## src/hw/rtl/bit_prefix_run_dictionary_decoder_top_defines.svh

```systemverilog
// assertion macros shared by the decoder
`ifndef BIT_PREFIX_RUN_DICTIONARY_DECODER_TOP_DEFINES_SVH
`define BIT_PREFIX_RUN_DICTIONARY_DECODER_TOP_DEFINES_SVH

// checked on every edge out of reset
`define BPRD_ASSERT(lbl, prop, msg) \
    lbl: assert property (@(posedge clk) disable iff (!rst_n) (prop)) else $error(msg);

// checked on every edge, reset included
`define BPRD_ASSERT_ALWAYS(lbl, prop, msg) \
    lbl: assert property (@(posedge clk) (prop)) else $error(msg);

`endif

```

## src/hw/rtl/bprd_pkg.sv

```systemverilog
`default_nettype none

package bprd_pkg;

    localparam int unsigned DICT_ENTRIES = 16;
    localparam int unsigned SYM_W        = 8;
    localparam int unsigned OFF_W        = $clog2(DICT_ENTRIES);
    localparam int unsigned RUN_W        = 2;
    localparam int unsigned CFG_DATA_W   = 64;
    localparam int unsigned DICT_HIGH_W  = 56;
    localparam int unsigned CFG_IDX_W    = 1;

    localparam logic [CFG_IDX_W-1:0] CFG_DICT_LOW  = 1'b0;
    localparam logic [CFG_IDX_W-1:0] CFG_DICT_HIGH = 1'b1;

    localparam logic KIND_DATA = 1'b0;
    localparam logic KIND_END  = 1'b1;

    typedef struct packed {
        logic                  wr_en;
        logic [CFG_IDX_W-1:0]  index;
        logic [CFG_DATA_W-1:0] data;
    } cfg_write_t;

endpackage

`default_nettype wire

```

## src/hw/rtl/bprd_dict.sv

```systemverilog
`default_nettype none

module bprd_dict
    import bprd_pkg::*;
(
    input  logic             clk,
    input  logic             rst_n,
    input  cfg_write_t       cfg,
    input  logic [OFF_W-1:0] offset,
    output logic [SYM_W-1:0] symbol
);

    logic [CFG_DATA_W-1:0]         low_reg;
    logic [DICT_HIGH_W-1:0]        high_reg;
    logic [SYM_W*DICT_ENTRIES-1:0] entries;

    // entry 0 is the constant zero byte below entry 1
    assign entries = {high_reg, low_reg, {SYM_W{1'b0}}};
    assign symbol  = entries[{offset, 3'b000} +: SYM_W];

    always_ff @(posedge clk or negedge rst_n)
    begin
        if (!rst_n)
        begin
            low_reg  <= '0;
            high_reg <= '0;
        end
        else if (cfg.wr_en)
        begin
            case (cfg.index)
                CFG_DICT_LOW:  low_reg  <= cfg.data;
                CFG_DICT_HIGH: high_reg <= cfg.data[DICT_HIGH_W-1:0];
                default:       ;
            endcase
        end
    end

endmodule

`default_nettype wire

```

## src/hw/rtl/bit_prefix_run_dictionary_decoder_top.sv

```systemverilog
// code bits decode MSB first from a shift register, one per cycle when output is free
// a byte holds the input through load, bit steps, run copies past the first and flush
// output stalls can hold it longer, and the byte that carries the end code may end early
// the decoded words of a byte trail its bits by one pending slot and one output register
// last word of a byte is loaded in its flush state, once the output register is free
// reset (rst_n low, async) clears control state, the end flag and the dictionary to zero
`default_nettype none
`include "bit_prefix_run_dictionary_decoder_top_defines.svh"

module bit_prefix_run_dictionary_decoder_top
    import bprd_pkg::*;
(
    input  logic                  clk,
    input  logic                  rst_n,
    input  logic                  cfg_wr_en,
    input  logic [CFG_IDX_W-1:0]  cfg_index,
    input  logic [CFG_DATA_W-1:0] cfg_data,
    input  logic                  in_valid,
    output logic                  in_stall,
    input  logic [SYM_W-1:0]      code_byte,
    output logic                  out_valid,
    input  logic                  out_stall,
    output logic                  out_kind,
    output logic [SYM_W-1:0]      out_byte,
    output logic                  last_of_item
);

    typedef enum logic [1:0] {
        ST_IDLE,
        ST_BITS,
        ST_REPEAT,
        ST_FLUSH
    } state_t;

    typedef enum logic [1:0] {
        PH_PREFIX,
        PH_SECOND,
        PH_LITERAL,
        PH_RUNFIELD
    } phase_t;

    localparam logic [3:0] BYTE_BITS = 4'd8;
    localparam logic [3:0] LIT_BITS  = 4'd8;
    localparam logic [3:0] RUN_BITS  = 4'd6;

    state_t           state_reg, state_next;
    phase_t           phase_reg, phase_next;
    logic [SYM_W-1:0] byte_reg, byte_next;
    logic [3:0]       cnt_reg, cnt_next;
    logic [3:0]       taken_reg, taken_next;
    logic [SYM_W-1:0] field_reg, field_next;
    logic             ended_reg, ended_next;
    logic [RUN_W-1:0] rep_reg, rep_next;
    logic [SYM_W-1:0] sym_reg, sym_next;
    logic             pend_valid_reg, pend_valid_next;
    logic             pend_kind_reg, pend_kind_next;
    logic [SYM_W-1:0] pend_byte_reg, pend_byte_next;
    logic             out_valid_reg, out_valid_next;
    logic             out_kind_reg, out_kind_next;
    logic [SYM_W-1:0] out_byte_reg, out_byte_next;
    logic             out_last_reg, out_last_next;

    cfg_write_t       cfg;
    logic [SYM_W-1:0] dict_sym;
    logic             cur_bit;
    logic [SYM_W-1:0] field_in;
    logic [3:0]       taken_inc;
    logic [RUN_W-1:0] run_val;
    logic [OFF_W-1:0] off_val;
    logic             out_free;
    logic             gen_ok;

    assign cfg.wr_en = cfg_wr_en;
    assign cfg.index = cfg_index;
    assign cfg.data  = cfg_data;

    assign cur_bit   = byte_reg[SYM_W-1];
    // field bits enter at the top so the first one ends up least significant
    assign field_in  = {cur_bit, field_reg[SYM_W-1:1]};
    assign taken_inc = taken_reg + 4'd1;
    assign run_val   = field_in[3:2];
    assign off_val   = field_in[SYM_W-1:SYM_W-OFF_W];

    bprd_dict u_dict (
        .clk    (clk),
        .rst_n  (rst_n),
        .cfg    (cfg),
        .offset (off_val),
        .symbol (dict_sym)
    );

    // output register frees up this cycle, so the pending word may move on
    assign out_free = !out_valid_reg || !out_stall;
    assign gen_ok   = !pend_valid_reg || out_free;

    always_comb
    begin
        logic             gen;
        logic             gen_kind;
        logic [SYM_W-1:0] gen_byte;

        gen             = 1'b0;
        gen_kind        = KIND_DATA;
        gen_byte        = '0;
        state_next      = state_reg;
        phase_next      = phase_reg;
        byte_next       = byte_reg;
        cnt_next        = cnt_reg;
        taken_next      = taken_reg;
        field_next      = field_reg;
        ended_next      = ended_reg;
        rep_next        = rep_reg;
        sym_next        = sym_reg;
        pend_valid_next = pend_valid_reg;
        pend_kind_next  = pend_kind_reg;
        pend_byte_next  = pend_byte_reg;
        out_valid_next  = out_valid_reg && out_stall;
        out_kind_next   = out_kind_reg;
        out_byte_next   = out_byte_reg;
        out_last_next   = out_last_reg;

        case (state_reg)
            ST_IDLE:
            begin
                if (in_valid && !ended_reg)
                begin
                    byte_next  = code_byte;
                    cnt_next   = '0;
                    state_next = ST_BITS;
                end
            end

            ST_BITS:
            begin
                logic need;
                logic advance;

                need = ((phase_reg == PH_SECOND) && !cur_bit)
                    || ((phase_reg == PH_LITERAL) && (taken_inc == LIT_BITS))
                    || ((phase_reg == PH_RUNFIELD) && (taken_inc == RUN_BITS));
                advance = !need || gen_ok;

                if (advance)
                begin
                    byte_next = {byte_reg[SYM_W-2:0], 1'b0};
                    cnt_next  = cnt_reg + 4'd1;
                    if (cnt_reg + 4'd1 == BYTE_BITS)
                        state_next = ST_FLUSH;

                    case (phase_reg)
                        PH_SECOND:
                        begin
                            if (!cur_bit)
                            begin
                                gen        = 1'b1;
                                phase_next = PH_PREFIX;
                            end
                            else
                            begin
                                phase_next = PH_RUNFIELD;
                                taken_next = '0;
                                field_next = '0;
                            end
                        end

                        PH_LITERAL:
                        begin
                            field_next = field_in;
                            taken_next = taken_inc;
                            if (taken_inc == LIT_BITS)
                            begin
                                gen        = 1'b1;
                                gen_byte   = field_in;
                                phase_next = PH_PREFIX;
                                taken_next = '0;
                                field_next = '0;
                            end
                        end

                        PH_RUNFIELD:
                        begin
                            field_next = field_in;
                            taken_next = taken_inc;
                            if (taken_inc == RUN_BITS)
                            begin
                                gen        = 1'b1;
                                phase_next = PH_PREFIX;
                                taken_next = '0;
                                field_next = '0;
                                if (run_val == '0 && off_val == '0)
                                begin
                                    // end code: rest of this byte is dropped
                                    gen_kind   = KIND_END;
                                    ended_next = 1'b1;
                                    state_next = ST_FLUSH;
                                end
                                else
                                begin
                                    gen_byte = dict_sym;
                                    sym_next = dict_sym;
                                    rep_next = run_val;
                                    if (run_val != '0)
                                        state_next = ST_REPEAT;
                                end
                            end
                        end

                        default:
                        begin
                            taken_next = '0;
                            field_next = '0;
                            phase_next = cur_bit ? PH_SECOND : PH_LITERAL;
                        end
                    endcase
                end
            end

            ST_REPEAT:
            begin
                if (gen_ok)
                begin
                    gen      = 1'b1;
                    gen_byte = sym_reg;
                    rep_next = rep_reg - 1'b1;
                    if (rep_reg == RUN_W'(1))
                        state_next = (cnt_reg == BYTE_BITS) ? ST_FLUSH : ST_BITS;
                end
            end

            ST_FLUSH:
            begin
                if (!pend_valid_reg)
                    state_next = ST_IDLE;
                else if (out_free)
                begin
                    out_valid_next  = 1'b1;
                    out_kind_next   = pend_kind_reg;
                    out_byte_next   = pend_byte_reg;
                    out_last_next   = 1'b1;
                    pend_valid_next = 1'b0;
                    state_next      = ST_IDLE;
                end
            end

            default:
                state_next = ST_IDLE;
        endcase

        // a new word pushes the held one out, which is then known not to be last
        if (gen)
        begin
            if (pend_valid_reg)
            begin
                out_valid_next = 1'b1;
                out_kind_next  = pend_kind_reg;
                out_byte_next  = pend_byte_reg;
                out_last_next  = 1'b0;
            end
            pend_valid_next = 1'b1;
            pend_kind_next  = gen_kind;
            pend_byte_next  = gen_byte;
        end
    end

    always_ff @(posedge clk or negedge rst_n)
    begin
        if (!rst_n)
        begin
            state_reg      <= ST_IDLE;
            phase_reg      <= PH_PREFIX;
            cnt_reg        <= '0;
            taken_reg      <= '0;
            field_reg      <= '0;
            ended_reg      <= 1'b0;
            rep_reg        <= '0;
            pend_valid_reg <= 1'b0;
            out_valid_reg  <= 1'b0;
        end
        else
        begin
            state_reg      <= state_next;
            phase_reg      <= phase_next;
            cnt_reg        <= cnt_next;
            taken_reg      <= taken_next;
            field_reg      <= field_next;
            ended_reg      <= ended_next;
            rep_reg        <= rep_next;
            pend_valid_reg <= pend_valid_next;
            out_valid_reg  <= out_valid_next;
        end
    end

    always_ff @(posedge clk)
    begin
        byte_reg      <= byte_next;
        sym_reg       <= sym_next;
        pend_kind_reg <= pend_kind_next;
        pend_byte_reg <= pend_byte_next;
        out_kind_reg  <= out_kind_next;
        out_byte_reg  <= out_byte_next;
        out_last_reg  <= out_last_next;
    end

    assign in_stall     = (state_reg != ST_IDLE);
    assign out_valid    = out_valid_reg;
    assign out_kind     = out_kind_reg;
    assign out_byte     = out_byte_reg;
    assign last_of_item = out_last_reg;

    `BPRD_ASSERT_ALWAYS(a_idle_no_pending, (state_reg == ST_IDLE) |-> !pend_valid_reg, "word left pending while idle")
    `BPRD_ASSERT(a_repeat_count, (state_reg == ST_REPEAT) |-> (rep_reg != '0), "repeat state with no copies left")
    `BPRD_ASSERT(a_bits_in_range, (state_reg == ST_BITS) |-> !cnt_reg[3], "bit loop ran past the byte")
    `BPRD_ASSERT(a_ended_stays_idle, (ended_reg && state_reg == ST_IDLE) |=> (state_reg == ST_IDLE), "decoder woke after end of stream")

endmodule

`default_nettype wire
```

## config.mk

```make
export PLATFORM = sky130hd
export DESIGN_NAME = bit_prefix_run_dictionary_decoder_top
export DESIGN_NICKNAME = d
export VERILOG_FILES = /design/src/hw/rtl/bprd_pkg.sv /design/src/hw/rtl/bprd_dict.sv /design/src/hw/rtl/bit_prefix_run_dictionary_decoder_top.sv
export VERILOG_INCLUDE_DIRS = /design/src /design/src/hw/rtl
export SDC_FILE = /design/constraint.sdc
export NUM_CORES = 1
export LEC_CHECK = 0
export ABC_CLOCK_PERIOD_IN_PS = 3950
export BUFFER_PORTS_ARGS = -buffer_cell sky130_fd_sc_hd__buf_2
export CELL_PAD_IN_SITES_DETAIL_PLACEMENT = 0
export CELL_PAD_IN_SITES_GLOBAL_PLACEMENT = 1
export CORE_ASPECT_RATIO = 1.5
export CORE_MARGIN = 2
export CORE_UTILIZATION = 53
export DETAILED_ROUTE_END_ITERATION = 12
export GPL_TIMING_DRIVEN = 1
export PLACE_DENSITY = 0.92
export REMOVE_ABC_BUFFERS = 1
export SETUP_SLACK_MARGIN = 0.02
export SLEW_MARGIN = 20
export SYNTH_ARGS = -nofsm -noshare
export SYNTH_HDL_FRONTEND = slang
export SYNTH_SLANG_ARGS = --single-unit
```

## constraint.sdc

```tcl
create_clock -name clk -period 3.95 [get_ports clk]
set_input_delay 0.79 -clock clk [delete_from_list [all_inputs] [get_ports clk]]
set_output_delay 0.79 -clock clk [all_outputs]
set_load 0.05 [all_outputs]
```

==> summary.md <==
| Metric | Value |
|---|---|
| H-tree level count | `4` |
| Sink Count | `around 180` |
| WP data arrival | `3.35 ns` |
| Filler cell count | `1,186` |
| Dpl hpwl | `12.7 mm` |
| Sw Pwr | `0.00223 W` |
| Critical-path top delay cell | `nor4bb_1` |
| Lkg Pwr | `4.12 nW` |
| MaxCap Viol Count | `0` |
| Antenna-violating nets left | `0` |
| Most frequent cells in the layout | `146 x mux2_2, 143 x dfrtp_1, 88 x buf_2` |
| Setup Skew | `0.0125 ns` |
| Yosys top cell by area | `dfrtp_1` |
| Worst setup margin | `~0.94 ns` |
| CP Cell Sequence | `inv_1 -> ha_1 -> nor4bb_1 -> nor3_1 -> o21ai_0 -> and3_1 -> a2bb2oi_1` |
| Max-slew violations | `0` |
| Clock power share | `0.268` |
| Critical path startpoint category | `flop` |
| Root Driver | `clkbuf_16` |
| First-pass GRT wire length | `about 30 mm` |
| Inserted Clock Buffers | `17` |
| Async SR Flop Fraction | `0.804` |
| Rows | `56` |
| Initial antenna violation count | `0` |
| Netlist cell types | `66` |
| TritonCTS clock tree | `built` |
| Buffer depth of the longest clock path | `2` |
| # nets final | `775` |
| Most common cell after layout, fill and taps aside | `mux2_2` |
| Required @ worst endpoint | `4.30 ns` |
| Sw Share | `0.340` |
| CP endpoint kind | `flop` |
| GP Congestion | `0.859` |
| Yosys warnings | `0` |
| Post-Syn Instances | `just over 600` |
| Boundary Pins | `90` |
| Post-Place Worst Slack | `between 1 and 1.5 ns` |
| Cell area power density | `slightly below 700 nW/µm²` |
| Slew at the pin closest to its max-slew limit | `0.970 ns` |
| Die area | `about 17,000 µm²` |
| RSZ-0062 raised after global routing | `no` |
| Die span in y | `between 150 and 200 µm` |
| Vias in the first global route | `approximately 5,900` |
| DR iter-0 viols | `roughly 330` |
| Setup TNS Final | `0 ns` |
| Placed Area | `just over 9000 µm²` |
| Avg Cell Area, Syn | `between 10 and 15 µm²` |
| Drt wl/cell | `20.4 µm` |
| Largest net degree at the start of global routing | `122` |
| Via count | `5,440` |
| DRC | `0` |
| ANT cells | `0` |
| Int Pwr | `between 0.004 and 0.005 W` |
| R2r worst-path depth | `7` |
| Post-CTS setup buffers | `0` |
| Top cell type's share of synthesized area | `0.422` |
| Critical R2R Launch | `state_reg[1]` |
| Grt total ovfl | `0` |
| Worst reg2reg setup slack | `0.94 ns` |
| Post-cts hold buffer count | `0` |
| Share of cells above drive strength 1 | `0.449` |
| Combinational power share | `0.317` |
| DRT Pass-1 Iters | `5` |
| Final-report setup violation count | `0` |
| Largest stage delay on the critical path | `0.70 ns` |
| Slew margin rel. | `0.354` |
| Largest cells by area after synthesis | `dfrtp_1 42%, mux2_2 19%, edfxtp_1 12%` |
| Max Freq | `about 0.33 GHz` |
| Post-synth EDFFs | `35` |
| Buffers on Ports | `roughly 90` |
| Post-CTS sizing | `0` |
| Fraction of the yosys area taken by sequential cells | `0.545` |
| Routed WL | `about 18 mm` |
| Period minus WS final | `between 3 and 4 ns` |
| Clk pin slew, worst setup/hold paths | `0.07 ns` |
| Initial Util | `0.544` |
| Pwr Total | `about 0.0066 W` |
| Area Overhead vs Synth | `14.5%` |
| Top FF cell, synth | `dfrtp_1` |
| Total GRT Usage | `0.227` |
| Worst-path fanout max | `23` |
| Post-Layout Cell Count | `between 900 and 1,000` |
| Status | `finished clean` |
| CP Class | `reg -> reg` |
| Core region area | `15,700 µm²` |
| Min-delay worst type | `in -> async` |
| End of the worst register-to-register path | `state_reg[1]` |
| DP Cell Count | `871` |
| Syn Std Cell Area | `8540 µm²` |
| Die Span X | `between 100 and 150 µm` |
| Flops & latches, synth | `~180` |
| Via density | `6.02` |
| Cell area after layout | `between 9000 and 10,000 µm²` |
| Power share of the sequential group | `0.415` |
| Peak VDD IR | `about 440 µV` |
| Fin crit share | `0.761` |
| Max reg flops | `64` |
| Clk Latency, worst-skew pair | `0.43 ns` |
| Final hold vios | `0` |
final cells by class:
type	count	area, µm²	share of cell area
clock inverters	12	143	0.0146
inverters	14	52.6	0.00538
well taps	203	254	0.0260
multi-input cells	378	3680	0.376
flip-flops and latches	179	4660	0.476
clock buffers	20	478	0.0489
repair buffers	97	514	0.0526
power by group through the flow:
stage | clock network, W | registers (W) | logic (W)
6_report | 0.00177 | 0.00273 | 0.00208
5_1_grt | 0.00187 | 0.00278 | 0.00228
4_1_cts | 0.00178 | 0.00273 | 0.00209
3_5_place_dp | 0 | 0.00276 | 0.00207
3_3_place_gp | 0 | 0.00273 | 0.00200
2_1_floorplan | 0 | 0.00271 | 0.00148
per-layer routing:
metal	up-vias	GRT usage	wire, µm
met4	0	0.0956	603
met5	-	0	0
met2	157	0.389	9800
li1	2460	-	-
met3	47	0.0467	695
met1	2776	0.278	7290
through the flow:
| stage | util | hold WS, ns |
|---|---|---|
| 3_3_place_gp | 0.583 | 0.477 |
| 2_1_floorplan | - | 0.444 |
| 3_5_place_dp | 0.583 | 0.478 |
| 6_report | 0.623 | 0.461 |
| 4_1_cts | 0.623 | 0.493 |
| 5_1_grt | 0.623 | 0.518 |
synth_stat cells (2+ instances only):
master     number
a211o_1         3
a31oi_1         3
xnor2_1         2
a21oi_1         7
o21ai_0         8
a221oi_1        5
a211oi_1        8
nand3_1         8
and2_1         21
dfrtp_1       144
a21o_1          4
o22ai_1         8
mux2_2        146
or2_2           2
nand2b_1        7
buf_1           4
buf_6           3
buf_2           3
and3_1          3
nand3b_1        2
ha_1           10
nand4_1         4
inv_1          14
o2bb2ai_1       2
nor4_1          2
o21bai_1        3
a22o_1         10
and3b_1         2
edfxtp_1       35
mux4_2         22
nor2_1          8
nor2b_1         5
a221o_1         8
mux2i_1         8
o311ai_0        2
nor3_1          5
a22oi_1         2
nand2_1        22
clkbuf_1       24
worst max-delay path: cells and delay by family, from the launching register on:
| family | cells | cell delay (ns) |
|---|---|---|
| and+or+nand+nor | 3 | 1.07 |
| adders and majority gates | 1 | 0.69 |
| AOI/OAI and AO/OA | 2 | 0.57 |
| DFF | 1 | 0.45 |
| buffers and inverters | 1 | 0.15 |
how the worst max path moves through the flow:
stage | startpoint | end | slack (ns) | cells past startpoint
after global routing | state_reg[1] | state_reg[1] | 0.70 | 7
after detailed placement | field_reg[5] | pend_byte_reg[2] | 1.03 | 5
after floorplan | cfg_index | u_dict.low_reg[0] | -0.28 | 2
after CTS | field_reg[5] | pend_byte_reg[2] | 0.99 | 5
final | state_reg[1] | state_reg[1] | 0.94 | 7
after global placement | field_reg[5] | pend_byte_reg[2] | 1.07 | 5
kinds of logic after synthesis:
logic type,count (synthesis),share of synthesized area
and+or+nand+nor,99,0.0657
xor gates and xnor gates,2,0.00205
adders and majority gates,10,0.0147
muxes,176,0.260
DFF,179,0.545
AOI/OAI and AO/OA,91,0.0872
buffers and inverters,49,0.0251
(Power assumes the default switching activity.)
